**src/hw/rtl/topkv_pkg.sv**
```systemverilog
// package: shared types and constants of the top-k similarity vote block
`default_nettype none
package topkv_pkg;

   localparam int MAX_NEIGHBOURS_DEF = 8;
   localparam int IDENTITY_BITS_DEF  = 16;

   localparam int SCORE_BITS     = 16;
   localparam int FIELD_ID_BITS  = 16;
   localparam int BALLOT_BITS    = 4;
   localparam int NCOUNT_BITS    = 4;
   localparam int CSR_INDEX_BITS = 2;
   localparam int CSR_DATA_BITS  = 16;

   // register indexes
   localparam logic [CSR_INDEX_BITS-1:0] CSR_THRESHOLD  = 2'd0;
   localparam logic [CSR_INDEX_BITS-1:0] CSR_NEIGHBOURS = 2'd1;

   // reset values: threshold is 0.6 in q1.15, rounded to nearest
   localparam logic signed [SCORE_BITS-1:0] THRESHOLD_RESET = 16'sd19661;
   localparam logic [NCOUNT_BITS-1:0]       NEIGHBOUR_RESET = 4'd3;

   typedef struct packed {
      logic [FIELD_ID_BITS-1:0]     identity;
      logic signed [SCORE_BITS-1:0] score;
      logic                         final_item;
   } req_item_type;

   typedef struct packed {
      logic                     found;
      logic [FIELD_ID_BITS-1:0] winner;
      logic [BALLOT_BITS-1:0]   ballots;
   } rsp_item_type;

   // per-cycle command to every cell of the chain
   typedef struct packed {
      logic insert;
      logic start;
      logic rotate;
      logic clear;
   } cell_ctl_type;

endpackage
`default_nettype wire

```
**src/hw/rtl/topkv_cell.sv**
```systemverilog
// module: one cell of the ranked chain, holds one kept entry
`default_nettype none
module topkv_cell #(
   parameter int INDEX   = 0,
   parameter int ID_W    = topkv_pkg::IDENTITY_BITS_DEF,
   parameter int CNT_W   = 4
) (
   input  wire                                       clock,
   input  wire                                       reset,
   input  topkv_pkg::cell_ctl_type                   ctl,
   input  wire [CNT_W-1:0]                           vote_limit,
   input  wire [ID_W-1:0]                            new_id,
   input  wire signed [topkv_pkg::SCORE_BITS-1:0]    new_score,
   input  wire                                       prev_take,
   input  wire                                       prev_valid,
   input  wire [ID_W-1:0]                            prev_id,
   input  wire signed [topkv_pkg::SCORE_BITS-1:0]    prev_score,
   input  wire                                       next_valid,
   input  wire [ID_W-1:0]                            next_id,
   input  wire signed [topkv_pkg::SCORE_BITS-1:0]    next_score,
   input  wire                                       next_member,
   input  wire                                       next_pending,
   output logic                                      take,
   output logic                                      valid,
   output logic [ID_W-1:0]                           id,
   output logic signed [topkv_pkg::SCORE_BITS-1:0]   score,
   output logic                                      member,
   output logic                                      pending
);

   logic                                     valid_ff, valid_in;
   logic                                     member_ff, member_in;
   logic                                     pending_ff, pending_in;
   logic [ID_W-1:0]                          id_ff, id_in;
   logic signed [topkv_pkg::SCORE_BITS-1:0]  score_ff, score_in;
   logic                                     in_range;

   // strict compare: an equal score goes behind the kept one
   assign take     = ctl.insert & (~valid_ff | (new_score > score_ff));
   assign in_range = CNT_W'(INDEX) < vote_limit;

   always_comb begin
      valid_in   = valid_ff;
      member_in  = member_ff;
      pending_in = pending_ff;
      id_in      = id_ff;
      score_in   = score_ff;
      priority if (ctl.clear) begin
         valid_in   = 1'b0;
         member_in  = 1'b0;
         pending_in = 1'b0;
      end else if (ctl.start) begin
         member_in  = valid_ff & in_range;
         pending_in = valid_ff & in_range;
      end else if (ctl.rotate) begin
         valid_in   = next_valid;
         member_in  = next_member;
         pending_in = next_pending;
         id_in      = next_id;
         score_in   = next_score;
      end else if (prev_take) begin
         valid_in = prev_valid;
         id_in    = prev_id;
         score_in = prev_score;
      end else if (take) begin
         valid_in = 1'b1;
         id_in    = new_id;
         score_in = new_score;
      end else begin
         // hold the kept entry
      end
   end

   always_ff @(posedge clock) begin
      if (reset) begin
         valid_ff   <= 1'b0;
         member_ff  <= 1'b0;
         pending_ff <= 1'b0;
      end else begin
         valid_ff   <= valid_in;
         member_ff  <= member_in;
         pending_ff <= pending_in;
      end
      id_ff    <= id_in;
      score_ff <= score_in;
   end

   assign valid   = valid_ff;
   assign id      = id_ff;
   assign score   = score_ff;
   assign member  = member_ff;
   assign pending = pending_ff;

endmodule
`default_nettype wire

```
**src/hw/rtl/topkv_tally.sv**
```systemverilog
// module: vote counter and running best identity
`default_nettype none
module topkv_tally #(
   parameter int MAX_NEIGHBOURS = topkv_pkg::MAX_NEIGHBOURS_DEF,
   parameter int ID_W           = topkv_pkg::IDENTITY_BITS_DEF,
   parameter int CNT_W          = 4
) (
   input  wire                       clock,
   input  wire                       clear,
   input  wire                       step,
   input  wire [ID_W-1:0]            cand_id,
   input  wire [MAX_NEIGHBOURS-1:0]  member,
   input  wire [ID_W-1:0]            ids [MAX_NEIGHBOURS],
   output logic [ID_W-1:0]           best_id,
   output logic [CNT_W-1:0]          best_votes
);

   logic [ID_W-1:0]  best_id_ff, best_id_in;
   logic [CNT_W-1:0] best_votes_ff, best_votes_in;
   logic [CNT_W-1:0] votes;

   // votes of the candidate among all voting entries
   always_comb begin
      votes = '0;
      for (int i = 0; i < MAX_NEIGHBOURS; i++) begin
         votes = votes + CNT_W'(member[i] && (ids[i] == cand_id));
      end
   end

   // strict greater: the first identity in score order keeps a tie
   always_comb begin
      best_id_in    = best_id_ff;
      best_votes_in = best_votes_ff;
      priority if (clear) begin
         best_id_in    = '0;
         best_votes_in = '0;
      end else if (step && (votes > best_votes_ff)) begin
         best_id_in    = cand_id;
         best_votes_in = votes;
      end else begin
         // keep the running best
      end
   end

   always_ff @(posedge clock) begin
      best_id_ff    <= best_id_in;
      best_votes_ff <= best_votes_in;
   end

   assign best_id    = best_id_ff;
   assign best_votes = best_votes_ff;

endmodule
`default_nettype wire

```
**src/hw/rtl/topk_similarity_vote_top.sv**
```systemverilog
// top level: insertion chain of ranked cells with majority vote on the last item
// after a final item the sequencer runs start, vote and emit; the vote is skipped if nothing is found
// throughput: one non-final item per cycle; after a final item, input is stalled until the result is loaded
// the vote steps once per voting entry through the chain rotation and the tally unit
// reset: synchronous active high; empties the chain, threshold 0.6, neighbour count 3
// kept entries need no clearing pass, only the per-cell valid, member and pending bits are reset
`default_nettype none
module topk_similarity_vote_top #(
   parameter int MAX_NEIGHBOURS = topkv_pkg::MAX_NEIGHBOURS_DEF,
   parameter int IDENTITY_BITS  = topkv_pkg::IDENTITY_BITS_DEF
) (
   input  wire                                    clock,
   input  wire                                    reset,
   // input items
   input  wire                                    req_valid,
   output logic                                   req_stall,
   input  topkv_pkg::req_item_type                req_item,
   // result items
   output logic                                   rsp_valid,
   input  wire                                    rsp_stall,
   output topkv_pkg::rsp_item_type                rsp_item,
   // configuration writes
   input  wire                                    csr_write,
   input  wire [topkv_pkg::CSR_INDEX_BITS-1:0]    csr_index,
   input  wire [topkv_pkg::CSR_DATA_BITS-1:0]     csr_wdata
);

   localparam int CNT_W = $clog2(MAX_NEIGHBOURS + 1);
   localparam int LIM_W = (CNT_W > topkv_pkg::NCOUNT_BITS) ? CNT_W : topkv_pkg::NCOUNT_BITS;
   localparam int SB    = topkv_pkg::SCORE_BITS;

   // sequencer states
   localparam logic [1:0] S_IDLE  = 2'd0;
   localparam logic [1:0] S_START = 2'd1;
   localparam logic [1:0] S_VOTE  = 2'd2;
   localparam logic [1:0] S_EMIT  = 2'd3;

   logic [1:0] state_ff, state_in;

   // configuration registers
   logic signed [SB-1:0]                 thr_ff, thr_in;
   logic [topkv_pkg::NCOUNT_BITS-1:0]    ncount_ff, ncount_in;

   // result register
   logic                       rsp_valid_ff, rsp_valid_in;
   topkv_pkg::rsp_item_type    rsp_item_ff, rsp_item_in;
   logic                       found_ff, found_in;

   logic                       accept;
   logic                       load_rsp;
   logic                       tally_clear, tally_step;
   topkv_pkg::cell_ctl_type    ctl;

   // clamped number of voters
   logic [topkv_pkg::NCOUNT_BITS-1:0] ncount_eff;
   logic [LIM_W-1:0]                  ncount_ext;
   logic [CNT_W-1:0]                  vote_limit;

   // chain wiring
   logic [MAX_NEIGHBOURS-1:0] take_w, valid_w, member_w, pending_w;
   logic [IDENTITY_BITS-1:0]  id_w [MAX_NEIGHBOURS];
   logic signed [SB-1:0]      score_w [MAX_NEIGHBOURS];
   logic [IDENTITY_BITS-1:0]  new_id;

   logic [IDENTITY_BITS-1:0]  best_id;
   logic [CNT_W-1:0]          best_votes;
   logic [LIM_W-1:0]          best_votes_ext;

   // ---------------------------------------------------------------- config
   always_comb begin
      thr_in    = thr_ff;
      ncount_in = ncount_ff;
      if (csr_write) begin
         unique case (csr_index)
            topkv_pkg::CSR_THRESHOLD:  thr_in    = csr_wdata;
            topkv_pkg::CSR_NEIGHBOURS: ncount_in = csr_wdata[topkv_pkg::NCOUNT_BITS-1:0];
            default: ;
         endcase
      end
   end

   // zero counts as one, above the chain length saturates
   assign ncount_eff = (ncount_ff == '0) ? topkv_pkg::NCOUNT_BITS'(1) : ncount_ff;
   assign ncount_ext = LIM_W'(ncount_eff);
   assign vote_limit = (ncount_ext > LIM_W'(MAX_NEIGHBOURS)) ? CNT_W'(MAX_NEIGHBOURS)
                                                             : CNT_W'(ncount_ext);

   // ---------------------------------------------------------------- sequencer
   assign req_stall = (state_ff != S_IDLE);
   assign accept    = req_valid & ~req_stall;
   assign new_id    = IDENTITY_BITS'(req_item.identity);

   // result register is free when empty or being taken this cycle
   assign load_rsp  = (state_ff == S_EMIT) & (~rsp_valid_ff | ~rsp_stall);

   always_comb begin
      state_in    = state_ff;
      found_in    = found_ff;
      ctl         = '0;
      tally_clear = 1'b0;
      tally_step  = 1'b0;
      unique case (state_ff)
         S_IDLE: begin
            ctl.insert = accept;
            if (accept && req_item.final_item) begin
               state_in = S_START;
            end
         end
         S_START: begin
            // head of the chain holds the best score
            ctl.start   = 1'b1;
            tally_clear = 1'b1;
            found_in    = valid_w[0] & (score_w[0] > thr_ff);
            state_in    = found_in ? S_VOTE : S_EMIT;
         end
         S_VOTE: begin
            // head entry is the candidate; chain rotates toward the head
            if (pending_w[0]) begin
               tally_step = 1'b1;
               ctl.rotate = 1'b1;
            end else begin
               state_in = S_EMIT;
            end
         end
         S_EMIT: begin
            if (load_rsp) begin
               ctl.clear = 1'b1;
               state_in  = S_IDLE;
            end
         end
         default: state_in = S_IDLE;
      endcase
   end

   // ---------------------------------------------------------------- cell chain
   for (genvar i = 0; i < MAX_NEIGHBOURS; i++) begin : g_cell
      logic                      p_take, p_valid, n_valid, n_member, n_pending;
      logic [IDENTITY_BITS-1:0]  p_id, n_id;
      logic signed [SB-1:0]      p_score, n_score;

      if (i == 0) begin : g_head
         assign p_take  = 1'b0;
         assign p_valid = 1'b0;
         assign p_id    = '0;
         assign p_score = '0;
      end else begin : g_body
         assign p_take  = take_w[i-1];
         assign p_valid = valid_w[i-1];
         assign p_id    = id_w[i-1];
         assign p_score = score_w[i-1];
      end

      if (i == MAX_NEIGHBOURS - 1) begin : g_tail
         // the head wraps to the tail with its candidate mark dropped
         assign n_valid   = valid_w[0];
         assign n_id      = id_w[0];
         assign n_score   = score_w[0];
         assign n_member  = member_w[0];
         assign n_pending = 1'b0;
      end else begin : g_link
         assign n_valid   = valid_w[i+1];
         assign n_id      = id_w[i+1];
         assign n_score   = score_w[i+1];
         assign n_member  = member_w[i+1];
         assign n_pending = pending_w[i+1];
      end

      topkv_cell #(
         .INDEX (i),
         .ID_W  (IDENTITY_BITS),
         .CNT_W (CNT_W)
      ) u_cell (
         .clock        (clock),
         .reset        (reset),
         .ctl          (ctl),
         .vote_limit   (vote_limit),
         .new_id       (new_id),
         .new_score    (req_item.score),
         .prev_take    (p_take),
         .prev_valid   (p_valid),
         .prev_id      (p_id),
         .prev_score   (p_score),
         .next_valid   (n_valid),
         .next_id      (n_id),
         .next_score   (n_score),
         .next_member  (n_member),
         .next_pending (n_pending),
         .take         (take_w[i]),
         .valid        (valid_w[i]),
         .id           (id_w[i]),
         .score        (score_w[i]),
         .member       (member_w[i]),
         .pending      (pending_w[i])
      );
   end

   // ---------------------------------------------------------------- vote
   topkv_tally #(
      .MAX_NEIGHBOURS (MAX_NEIGHBOURS),
      .ID_W           (IDENTITY_BITS),
      .CNT_W          (CNT_W)
   ) u_tally (
      .clock      (clock),
      .clear      (tally_clear),
      .step       (tally_step),
      .cand_id    (id_w[0]),
      .member     (member_w),
      .ids        (id_w),
      .best_id    (best_id),
      .best_votes (best_votes)
   );

   // ---------------------------------------------------------------- result
   assign best_votes_ext = LIM_W'(best_votes);

   always_comb begin
      rsp_item_in  = rsp_item_ff;
      rsp_valid_in = rsp_valid_ff & rsp_stall;
      if (load_rsp) begin
         rsp_valid_in        = 1'b1;
         rsp_item_in.found   = found_ff;
         rsp_item_in.winner  = found_ff ? topkv_pkg::FIELD_ID_BITS'(best_id) : '0;
         // ballots saturate at the field maximum
         if (!found_ff) begin
            rsp_item_in.ballots = '0;
         end else if (best_votes_ext > LIM_W'({topkv_pkg::BALLOT_BITS{1'b1}})) begin
            rsp_item_in.ballots = '1;
         end else begin
            rsp_item_in.ballots = topkv_pkg::BALLOT_BITS'(best_votes_ext);
         end
      end
   end

   // ---------------------------------------------------------------- registers
   always_ff @(posedge clock) begin
      if (reset) begin
         state_ff     <= S_IDLE;
         thr_ff       <= topkv_pkg::THRESHOLD_RESET;
         ncount_ff    <= topkv_pkg::NEIGHBOUR_RESET;
         rsp_valid_ff <= 1'b0;
      end else begin
         state_ff     <= state_in;
         thr_ff       <= thr_in;
         ncount_ff    <= ncount_in;
         rsp_valid_ff <= rsp_valid_in;
      end
      found_ff    <= found_in;
      rsp_item_ff <= rsp_item_in;
   end

   assign rsp_valid = rsp_valid_ff;
   assign rsp_item  = rsp_item_ff;

`ifndef NO_ASSERTIONS
   // kept entries form a prefix of the chain while items are taken in
   a_valid_prefix: assert property (@(posedge clock) disable iff (reset)
      (state_ff == S_IDLE) |-> ((valid_w & (valid_w + MAX_NEIGHBOURS'(1))) == '0))
      else $error("kept entries are not contiguous from the head");

   // a candidate awaiting its count is always a voter
   a_pending_member: assert property (@(posedge clock) disable iff (reset)
      (pending_w & ~member_w) == '0)
      else $error("candidate entry outside the voter set");

   // a new result only comes out of the emit step
   a_rsp_source: assert property (@(posedge clock) disable iff (reset)
      (rsp_valid_ff && !$past(rsp_valid_ff)) |-> $past(state_ff == S_EMIT))
      else $error("result raised outside the emit step");

   // a found result carries at least one ballot
   a_found_ballots: assert property (@(posedge clock) disable iff (reset)
      (rsp_valid_ff && rsp_item_ff.found) |-> (rsp_item_ff.ballots != '0))
      else $error("found result without ballots");

   // the chain is empty once a result is loaded into the result register
   a_cleared: assert property (@(posedge clock) disable iff (reset)
      load_rsp |=> (valid_w == '0))
      else $error("chain not emptied after a search");
`endif

endmodule
`default_nettype wire

```
**config.mk**
```make
export PLATFORM = sky130hd
export DESIGN_NAME = topk_similarity_vote_top
export DESIGN_NICKNAME = d
export VERILOG_FILES = /design/src/hw/rtl/topkv_pkg.sv /design/src/hw/rtl/topkv_cell.sv /design/src/hw/rtl/topkv_tally.sv /design/src/hw/rtl/topk_similarity_vote_top.sv
export SDC_FILE = /design/constraint.sdc
export NUM_CORES = 1
export LEC_CHECK = 0
export BUFFER_PORTS_ARGS = -buffer_cell sky130_fd_sc_hd__buf_2
export CORE_UTILIZATION = 40
export CTS_CLUSTER_SIZE = 25
export DETAILED_ROUTE_END_ITERATION = 8
export GPL_ROUTABILITY_DRIVEN = 0
export GPL_TIMING_DRIVEN = 0
export SLEW_MARGIN = 20
export SYNTH_ARGS = -nofsm -noshare
export SYNTH_HDL_FRONTEND = slang
export SYNTH_SLANG_ARGS = --single-unit
```
**constraint.sdc**
```tcl
create_clock -name clock -period 14.45 [get_ports clock]
set_clock_uncertainty 0.05 [all_clocks]
set_input_delay 2.1675 -clock clock [delete_from_list [all_inputs] [get_ports clock]]
set_output_delay 2.1675 -clock clock [all_outputs]
set_load 0.1 [all_outputs]
```
==> flow_summary_export.csv, run 1 <==
group,metric,value,unit
outcome,status,"complete, no violations",
final_layout,final_nets,2566,
power_and_ir_drop,power.density,228,nW/µm²
die,die_y,235,µm
global_route,grt_pass1_wl,110,mm
yosys,postSynthAreaPerCell,9.76,µm²
detailed_routing,wl_per_cell,23.9,µm
setup_path,worst_setup_path_end_kind,"register",
detailed_routing,viasPerCell,5.85,
cts,path_clk_slew,0.06,ns
min_path,whs_path_depth,2,
die,coreArea,53800,µm²
yosys,synthDistinctLibCells,66,
setup_path,worstSetupStartpointType,"register",
setup_path,arrival,7.41,ns
cts,numCtsBuffers,40,
timing,hold_viol,0,
setup_path,crit_type,"reg2reg",
power_and_ir_drop,irDropWorstVdd,0.130,mV
timing,finalHoldWorstSlack,0.411,ns
place,numPortBuffers,61,
timing,drv_slew,0,
yosys,synth_flop_cell,"edfxtp_1",
setup_path,path_max_fanout,10,
global_route,grt_pass1_vias,17500,
global_route,grt_max_degree,22,
yosys,synth_seq_cells,345,
detailed_routing,first_pass_iters,6,
final_layout,final_cell_mix,"nand2_1 (366), edfxtp_1 (278), mux2i_1 (245)",
detailed_routing,drc,0,
final_layout,n_fill_cell,5102,
global_route,grt_usage,26.3,%
yosys,yosys_warnings,0,
detailed_routing,wirelength,73.4,mm
cts,cts_hold_buf,0,
global_route,overflow,0,
die,io_pins,79,
yosys,syn_inst,2233,
die,die-area,55400,µm²
detailed_routing,drtAntennaViolNets,0,
final_layout,drive_above_1_share,9.17,%
die,row_count,85,
place,dp_hpwl,55.7,mm
yosys,syn_area,21800,µm²
timing,period_needed,7.02,ns
cts,htreeDepth,2,
min_path,hp-class,"reg2reg",
final_layout,synthToLayoutAreaGrowth,13.1,%
timing,worstMarginPinSlew,1.07,ns
power_and_ir_drop,leakagePower,9.76,nW
cts,cts.sinks,345,
yosys,ys_seq_area_share,44.5,%
final_layout,final_common_cell,"nand2_1",
timing,min_period_over_period,48.6,%
die,fp.dieW,235,µm
cts,clockRootBuffer,"clkbuf_16",
detailed_routing,drtIter0Drc,2111,
yosys,synth_nets,2449,
detailed_routing,num_vias,18000,
timing,rsz0062_at_grt,"no",
run,maxCapViolations,0,
cts,insertion_delay,0.58,ns
setup_path,r2r_cells,22,
timing,fmax,142,MHz
yosys,synth_edf_count,278,
cts,cts_resized,0,
global_route,grt_antenna_before_repair,2,
timing,fin_tns_setup,0,ns
timing,slew_headroom,28.5,%
cts,post_cts.repair.setup_buffers,0,
timing,finalSetupViolCount,0,
cts,clk_path_buf_depth,3,
setup_path,crit_required,14.84,ns
yosys,async_flop_share,0,%
die,start_util,40.5,%
cts,cts_tree,"built",
synthesized netlist by cell type (22+ instances only):
library cell  number  share of area (%)
a21oi_1           79                1.8
buf_4             26               0.90
xnor2_1          101                4.1
nand2_1          366                6.3
o21ai_0          226                5.2
and2_1            22               0.63
clkbuf_1          84                1.4
nor2_1            77                1.3
nand4_1           45                1.3
ha_1             156                9.0
o21ai_1           44                1.0
dfxtp_1           67                6.2
edfxtp_1         278                 38
mux2i_1          245                 11
inv_1            167                2.9
buf_2             37               0.85
per-layer routing:
metal	vias up	GRT usage (%)	part of all wire [%]
met1	8754	36.3	43
met3	170	4.44	9.0
met2	961	40.9	44
met5	-	0	0
met4	0	10.2	3.7
li1	8105	-	-
power breakdown:
group | internal [mW] | switching (mW) | leakage [nW] | total (mW)
clock network | 0.558 | 0.438 | 0.595 | 0.996
logic | 0.960 | 1.55 | 5.96 | 2.51
registers | 1.72 | 0.389 | 3.20 | 2.11
total | 3.24 | 2.37 | 9.76 | 5.61
logic make-up after synthesis:
group	count (synthesis)	synth area share [%]
buffers and inverters	323	6.52
XOR/XNOR	114	4.58
adder cells (fa/ha/maj)	160	9.33
flip-flops	345	44.5
multiplexers	245	11.3
AND/OR/NAND/NOR	596	12.0
AO/OA/AOI/OAI	450	11.9
final cells by class:
cell class	instances	area (µm²)	share of cell area (%)
Clock buffer	54	1070	4.36
Antenna cell	2	5.00	0.0203
Clock inverter	16	146	0.594
Tap cell	696	871	3.53
Buffer	156	793	3.22
Multi-Input combinational cell	1565	10800	43.7
Inverter	167	627	2.54
Sequential cell	345	9690	39.3
Timing Repair Buffer	75	676	2.74
worst max-delay path: stages (launching register included):
cell and delay, ns:
edfxtp_1 0.32, clkbuf_1 0.76, xor2_1 0.20, nor4_1 0.29
nand4_1 0.23, nor4_1 0.72, ha_1 0.22, inv_1 0.05
fa_1 0.54, inv_1 0.06, fa_1 0.52, inv_1 0.06
fa_1 0.47, fa_1 0.40, xnor2_1 0.16, ha_1 0.32
nand3_1 0.12, o22ai_1 0.17, o221a_2 0.22, clkbuf_1 0.29
clkbuf_1 0.40, mux2i_1 0.24, nor2_1 0.06
per-stage QoR:
stage | power [mW] | setup slack, ns | cell area, µm² | util, % | cells
floorplan | 3.53 | 8.51 | 21800 | - | 2233
global placement | 4.32 | 5.27 | 23000 | 42.7 | 2990
detailed placement | 4.57 | 7.65 | 23400 | 43.5 | 3004
CTS | 5.56 | 7.62 | 24600 | 45.8 | 3074
global route | 5.86 | 7.30 | 24600 | 45.8 | 3075
finish | 5.61 | 7.43 | 24600 | 45.8 | 3076
worst paths after layout:
check                        end                    from  slack (ns)
max          u_tally.best_id[15]  g_cell[0].u_cell.id[0]        7.43
min                   thr_ff[12]              thr_ff[12]        0.41
max reg2reg  u_tally.best_id[15]  g_cell[0].u_cell.id[0]        7.43
min reg2reg           thr_ff[12]              thr_ff[12]        0.41
sequential cells by signal (all words and copies together), names as in the netlist, 8 cells and up:
register               count
g_cell.u_cell.score      128
thr_ff                    16
u_tally.best_id           16
g_cell.u_cell.pending      8
rsp_item                  21
g_cell.u_cell.valid        8
g_cell.u_cell.member       8
g_cell.u_cell.id         128
Note: power is estimated with default switching activity, not from simulation.
==> run 2: changes to the inputs <==
- ABC_AREA: not set -> 1
- clock period: 14.45 -> 7.1 ns (I/O delays scaled with it)
==> run 2 against run 1 <==
  * Flip-flop and latch count is the same
  * Clock power increased by 100%
  * Utilization grew 0.10 points
  * Critical path depth up 1
  * Global-route usage is 0.37 points lower
  * Wire length fell by 0.28%
  * Worst hold slack better by 0.0064 ns
  * Cell area up 0.42%
  * Clock-buffer cell count rose by 3
==> flow_summary_export.csv, run 2 <==
group,metric,value,unit
final_layout,final_nets,3017,
cts,cts_tree,"built",
yosys,synth_top_area_share,38.1,%
global_route,grt_pass1_vias,19200,
place,dp_cells,3454,
yosys,synth_commonest_cells,"nand2_1 (552), inv_1 (381), edfxtp_1 (278)",
yosys,syn_area,21900,µm²
final_layout,drive_above_1_share,8.82,%
power_and_ir_drop,power.density,508,nW/µm²
global_route,grt_usage,25.9,%
detailed_routing,drtAntennaViolNets,0,
setup_path,path_max_fanout,10,
global_route,top_usage_layer,"met2",
setup_path,crit_path_top_delay_cell,"fa_1",
yosys,yosys_warnings,0,
timing,finalSetupViolCount,0,
setup_path,cp_cell_sequence,"inv_1 > clkbuf_1 > o22ai_1 > a21oi_1 > nand3_1 > nor4_1 > nand4_1 > fa_1 > inv_1 > fa_1 > inv_1 > fa_1 > fa_1 > inv_1 > ha_1 > inv_1 > nor2_1 > o211ai_1 > nand2_1 > nand2_1 > clkinv_1 > clkbuf_1 > a211oi_1",
timing,setup_ws,0.612,ns
timing,min_period_over_period,91.4,%
power_and_ir_drop,irDropWorstVdd,0.298,mV
cts,path_clk_slew,0.06,ns
cts,insertion_delay,0.58,ns
detailed_routing,wl_per_cell,20.7,µm
timing,fmax,154,MHz
die,fp.dieW,236,µm
setup_path,worstSetupStartpointType,"register",
detailed_routing,drc,0,
timing,slew_headroom,29.9,%
die,die-area,55700,µm²
timing,rsz0062_at_grt,"no",
yosys,synth_flop_cell,"edfxtp_1",
min_path,hp-class,"reg2reg",
yosys,syn_inst,2671,
final_layout,final_cell_mix,"nand2_1 (552), inv_1 (381), edfxtp_1 (278)",
global_route,overflow,0,
global_route,grt.met2_usage,41.6,%
run,maxCapViolations,0,
power_and_ir_drop,total_power,12.6,mW
setup_path,crit_type,"reg2reg",
global_route,use_met3,4.40,%
die,row_count,85,
yosys,synth_seq_cells,345,
timing,hold_viol,0,
yosys,postSynthAreaPerCell,8.20,µm²
global_route,grt_antenna_before_repair,6,
setup_path,worst_setup_path_end_kind,"register",
cts,clockRootBuffer,"clkbuf_16",
yosys,synthDistinctLibCells,52,
cts,cts.sinks,345,
yosys,synth_nets,2887,
die,die_y,236,µm
final_layout,synthToLayoutAreaGrowth,13.0,%
cts,cts_resized,0,
timing,finalHoldWorstSlack,0.417,ns
yosys,synth_edf_count,278,
final_layout,instances_no_fill,3534,
yosys,yosysMostFrequentCell,"nand2_1",
setup_path,critPathMaxStageDelay,0.65,ns
power_and_ir_drop,leakagePower,11.1,nW
detailed_routing,viasPerCell,5.68,
global_route,grt_max_degree,24,
place,numPortBuffers,78,
detailed_routing,wirelength,73.2,mm
timing,fin_tns_setup,0,ns
place,dp_hpwl,58.7,mm
cts,cts_hold_buf,0,
setup_path,arrival,6.94,ns
timing,drv_slew,0,
cts,numCtsBuffers,41,
yosys,yosys-top-cells-area,"edfxtp_1 (38%), nand2_1 (9.5%), ha_1 (8.9%), inv_1 (6.5%), dfxtp_1 (6.1%)",
outcome,status,"complete, no violations",
yosys,async_flop_share,0,%
cts,post_cts.repair.setup_buffers,0,
timing,period_needed,6.49,ns
cts,clk_path_buf_depth,3,
detailed_routing,num_vias,20100,
detailed_routing,drtIter0Drc,2339,
die,start_util,40.6,%
global_route,grt_pass1_wl,110,mm
yosys,yosys.area.top_type,"edfxtp_1",
setup_path,crit_required,7.55,ns
die,io_pins,79,
yosys,ys_seq_area_share,44.2,%
cts,htreeDepth,2,
setup_path,cp_common_cell,"inv_1",
detailed_routing,first_pass_iters,6,
place,dp_slack,0.841,ns
die,coreArea,53900,µm²
timing,worstMarginPinSlew,1.05,ns
global_route,use_met1,34.2,%
final_layout,final_common_cell,"nand2_1",
-- run 2: cell count changes in the layout (fill, tap and decap cells not counted), sizes merged, moves of 86 or more --
cell / previous run / this run
xnor2: 101 / 7
nand3: 21 / 119
inv: 168 / 390
nor2: 77 / 163
o22ai: 5 / 126
nand2: 366 / 556
mux2i: 245 / 0
-- run 2: cells by family after synthesis --
logic type | after synthesis | synth area share, %
adders and majority gates | 160 | 9.28
AOI/OAI and AO/OA | 733 | 19.3
and+or+nand+nor | 868 | 16.1
DFF | 345 | 44.2
buffers and inverters | 537 | 9.95
xor gates and xnor gates | 28 | 1.12
-- run 2: cell type report --
class	instances	area, µm²
Tap cell	696	871
Antenna cell	4	10.0
Clock inverter	19	115
Sequential cell	345	9690
Timing Repair Buffer	87	631
Multi-Input combinational cell	1789	10100
Buffer	140	689
Fill cell	5159	29200
Inverter	397	1490
Clock buffer	57	1140
-- run 2: worst paths after layout --
path | start | to | slack [ns] | cells after the start
max | g_cell[0].u_cell.id[9] | u_tally.best_id[13] | 0.61 | 23
min | g_cell[7].u_cell.pending | g_cell[7].u_cell.pending | 0.42 | 2
max reg2reg | g_cell[0].u_cell.id[9] | u_tally.best_id[13] | 0.61 | 23
min reg2reg | g_cell[7].u_cell.pending | g_cell[7].u_cell.pending | 0.42 | 2
-- run 2: worst max-delay path, delay by kind of cell (launching register included) --
kind / cells / cell delay (ns)
adders and majority gates: 5 / 2.41
buffers and inverters: 8 / 1.47
and+or+nand+nor: 6 / 1.04
AOI/OAI and AO/OA: 4 / 0.88
DFF: 1 / 0.54
-- run 2: metal layers --
layer  up-vias  wire (µm)
li1       9448          -
met1      9378      30000
met2      1075      32500
met3       182       7480
met4         2       3230
met5         -         13
-- run 2: power by group --
part / internal [mW] / leakage (nW) / switching (mW)
Sequential: 3.70 / 3.19 / 0.532
Clock: 1.13 / 0.610 / 0.897
Combinational: 2.00 / 7.27 / 4.32
-- run 2: through the flow --
stage          area (µm²)  util (%)
3_3_place_gp        23200      43.0
3_5_place_dp        23500      43.5
2_1_floorplan       21900         -
4_1_cts             24700      45.9
6_report            24700      45.9
5_1_grt             24700      45.9
